==> config.mk <==
export PLATFORM = sky130hd
export DESIGN_NAME = htpr_ram
export DESIGN_NICKNAME = d
export VERILOG_FILES = /design/src/htpr_ram.sv
export SDC_FILE = /design/constraint.sdc
export NUM_CORES = 1
export LEC_CHECK = 0
export BUFFER_PORTS_ARGS = -buffer_cell sky130_fd_sc_hd__buf_2
export CORE_ASPECT_RATIO = 0.9
export CORE_MARGIN = 5
export CORE_UTILIZATION = 40
export DETAILED_ROUTE_END_ITERATION = 7
export HOLD_SLACK_MARGIN = 0.1
export PLACE_DENSITY = 0.57
export SYNTH_ARGS = -nofsm -noshare
export SYNTH_HDL_FRONTEND = slang
export SYNTH_SLANG_ARGS = --single-unit
==> constraint.sdc <==
create_clock -name clk_i -period 9.7 [get_ports clk_i]
set_clock_uncertainty 0.1 [all_clocks]
set_input_delay 1.94 -clock clk_i [delete_from_list [all_inputs] [get_ports clk_i]]
set_output_delay 1.94 -clock clk_i [all_outputs]
set_load 0.01 [all_outputs]
==> src/htpr_ram.sv <==
`timescale 1ns / 1ps

module htpr_ram #(
  parameter int WIDTH = 32,
  parameter int DEPTH = 16
) (
  input  logic                     clk_i,
  input  logic                     we_i,
  input  logic [$clog2(DEPTH)-1:0] waddr_i,
  input  logic [WIDTH-1:0]         wdata_i,
  input  logic                     re_i,
  input  logic [$clog2(DEPTH)-1:0] raddr_i,
  output logic [WIDTH-1:0]         rdata_o
);

  logic [WIDTH-1:0] mem [DEPTH];
  logic [WIDTH-1:0] rdata_q;

  always_ff @(posedge clk_i) begin
    if (we_i) begin
      mem[waddr_i] <= wdata_i;
    end
    if (re_i) begin
      rdata_q <= mem[raddr_i];
    end
  end

  assign rdata_o = rdata_q;

endmodule

# Word-level counts from Yosys, hierarchy flattened

Memory sizes are Yosys's and may differ from the RTL's. A register that Yosys moved wholly into a read port is not among the register bits.
Index checks and enable logic that the tools add are counted.

Bits in latches: 0
Register bits: 0
Input bits: 43
Memory bits (read-only): 0
Output and inout port bits: 32
Bits in writable memories: 512
Memories kept: 1

Shift-type cells: 0
$add $sub $neg: 0
Divide/modulo/power cells: 0
Reduce and logical (&&, ||, !) cells: 0
Bitwise logic cells: 0
$mul: 0
Mux-type cells: 2
Eq/ne operators: 0
Order comparisons: 0

Memory list:

| name | words | bits a word | read ports | clocked after Yosys merged registers in | write ports | RTL line | source |
|---|---|---|---|---|---|---|---|
| mem  | 16    | 32          | 1          | 1                                       | 1           | 16       | `logic [WIDTH-1:0] mem [DEPTH];` |

Operators with widths:

| operator          | number |
|---|---|
| two-way mux 1 bit | 2 |

# Longest topological paths before layout

Depth in word-level cells: 2
Mapped depth: 5
Mapped depth without buffers: 3

# Worst setup path after synthesis

No wires, ideal clock.

Kind: input to register
From: input port waddr_i[2]
To: memory mem[0][0], enable pin
Arrival time: 4.658 ns
Required time: 9.139 ns
Setup time: 0.461 ns
Stages on the path: 2
Path slack: 4.480 ns
Path buffers: 0
Cell sequence: or3b_2 > nor3_1

RTL lines:

| item            | RTL line | source |
|---|---|---|
| start, declared | 9        | `input logic [$clog2(DEPTH)-1:0] waddr_i,` |
| end, declared   | 16       |  |

No word-level cell before the write port.

==> impl_metrics.ini <==
[timing]
period_share = 0.425
fin_crit_ns = 4.12
setup_viol = 0
rsz0062_at_grt = false
final.setup.tns_ns = 0
max_freq_mhz = 243
slew_headroom = 0.231
worstMarginPinSlew_ns = 1.15
hold_viol = 0
holdWs_ns = 0.640
layout_setup_ws_ns = 5.58
drv_slew = 0

[die]
die_h_um = 223
core_sq_mm = 0.0502
dieArea_sq_mm = 0.0550
num_rows = 78
die_w_um = 247
pin_count = 75
start_util = 0.402

[cells_and_area]
fin_cells = 1669
syn2layout_area_growth_pct = 14.9
fillerInstances = 4183
multiInputGateArea_sq_mm = 0.00375
nets = 993
seqCellArea_sq_mm = 0.0163
final_layout_size_suffix_gt1_frac = 0.330
fin_util = 0.462
final_cell_mix = edfxtp_1 (544), mux4_2 (128), buf_2 (72)
final_common_cell = edfxtp_1

[place]
dp_hpwl_mm = 22.4
gp_congestion = 0.698
io_buffers = 74
dpl_worst_slack_ns = 4.95
dp_cells = 1575

[routing]
detail_route.iter0.violations = 775
route.detailed.drc = 0
wl_per_cell_um = 27.0
vias_per_cell = 5.43
finalWirelength_mm = 45.1
drtPass1Iterations = 7
vias = 9055
ant_nets = 0

[yosys]
netlist_area_sq_mm = 0.0202
ys_ff_latch = 544
yosysWarnings = 0
ys_seq_area_frac = 0.810
avgSynthCellArea_sq_um = 24.1
syn_nets = 881
syn-instance-count = 838
ys_types = 17

[clock_tree]
cts.sink_count = 544
insertion_delay_ns = 0.59
cts.repair.resized = 0
htree_levels = 2
postCtsHoldBufs = 0
clock_tree.root_cell = clkbuf_16
clockBufferDepth = 3
cts_setup_buffers = 0
cts_tree = built
clk_transition_reported_paths_ns = 0.06
cts_buffers = 53

[global_route]
grt_pass1_vias = 9431
grt.total_usage = 0.164
antenna_found_initial = 6
overflow = 0
grt_pass1_wl_mm = 65.2
grt_max_degree = 76

[job]
drv_cap = 0

[power_and_ir_drop]
power.density_mw_per_mm2 = 211
peakVddDrop_v = 0.000145
p_leak_nw = 7.34

[worst_setup_path]
cp_max_fo = 75
critPathMaxStageDelay_ns = 0.85
cpLargestDelayFamily = buffers and inverters
cp_common_cell = buf_4
crit_buf_inv = 2
cp_slowest_cell = buf_4
crit_path_end_kind = register
cp.required_ns = 9.94
arrival_ns = 4.36
cp_cell_sequence = buf_4, buf_4, mux4_2, a22oi_1, nand2_1
crit_type = input port to register
start_kind = input port

[status]
status = completed

[hold_path]
hold_class = register to register
[report_power, final]
group          switching, W  internal [W]  total (W)  leakage (nW)
sequential        0.0000142       0.00265    0.00266          4.94
clock              0.000845       0.00115    0.00200         0.829
combinational      0.000138     0.0000900   0.000228          1.57
total              0.000997       0.00389    0.00489          7.34
[flip-flops by register name, summed over array words and instances, names as in the netlist]
register  flops
rdata_o      32
mem         512
[per-stage QoR]
stage | total power (W) | area (sq um)
floorplan | 0.00284 | 20200
global placement | 0.00294 | 21500
detailed placement | 0.00295 | 21500
CTS | 0.00495 | 23200
global route | 0.00506 | 23200
finish | 0.00489 | 23200
[worst min-delay path: stages, from the launching register on]
cell,delay (ns)
edfxtp_1,0.32
mux4_2,0.22
a22oi_1,0.06
nand2_1,0.06
[routing by layer]
layer,GRT usage,share of wire
met3,0.0323,0.066
met1,0.241,0.44
met5,0,0.0016
met4,0.0392,0.017
met2,0.257,0.48
[path summary, 6_finish.rpt]
check / from / end / slack (ns) / cells after the start
worst max-delay path: raddr_i[1] / rdata_o[2]$_DFFE_PP_ / 5.58 / 5
worst min-delay path: mem[6][12]$_DFFE_PP_ / rdata_o[12]$_DFFE_PP_ / 0.64 / 3
worst max register to register: mem[3][16]$_DFFE_PP_ / rdata_o[16]$_DFFE_PP_ / 8.17 / 3
worst min register to register: mem[6][12]$_DFFE_PP_ / rdata_o[12]$_DFFE_PP_ / 0.64 / 3
[cells by family after synthesis]
kind of cell | share of synthesized area
multiplexers | 0.143
buffers and inverters | 0.0110
flip-flops | 0.810
AND/OR/NAND/NOR | 0.0125
AO/OA/AOI/OAI | 0.0238
[Yosys cell counts]
master	count	area [sq um]
nor2_1	13	48.8
buf_1	9	33.8
clkbuf_1	17	63.8
and2_1	1	6.26
mux4_2	128	2880
nor3_1	4	20.0
nand3_1	1	5.00
buf_4	11	82.6
nand2_1	33	124
nor2b_1	2	12.5
nand3b_1	2	15.0
nand2b_1	2	12.5
a22oi_1	64	480
buf_6	2	22.5
or3b_2	1	8.76
edfxtp_1	544	16300
buf_2	4	20.0
[cell type report]
cell class	instances	area share
Timing Repair Buffer	100	0.0249
Sequential cell	544	0.705
Clock buffer	58	0.0580
Clock inverter	35	0.0140
Antenna cell	1	0.000108
Tap cell	680	0.0367
Multi-Input combinational cell	251	0.162
No activity file was read; power rests on OpenSTA's default activity.
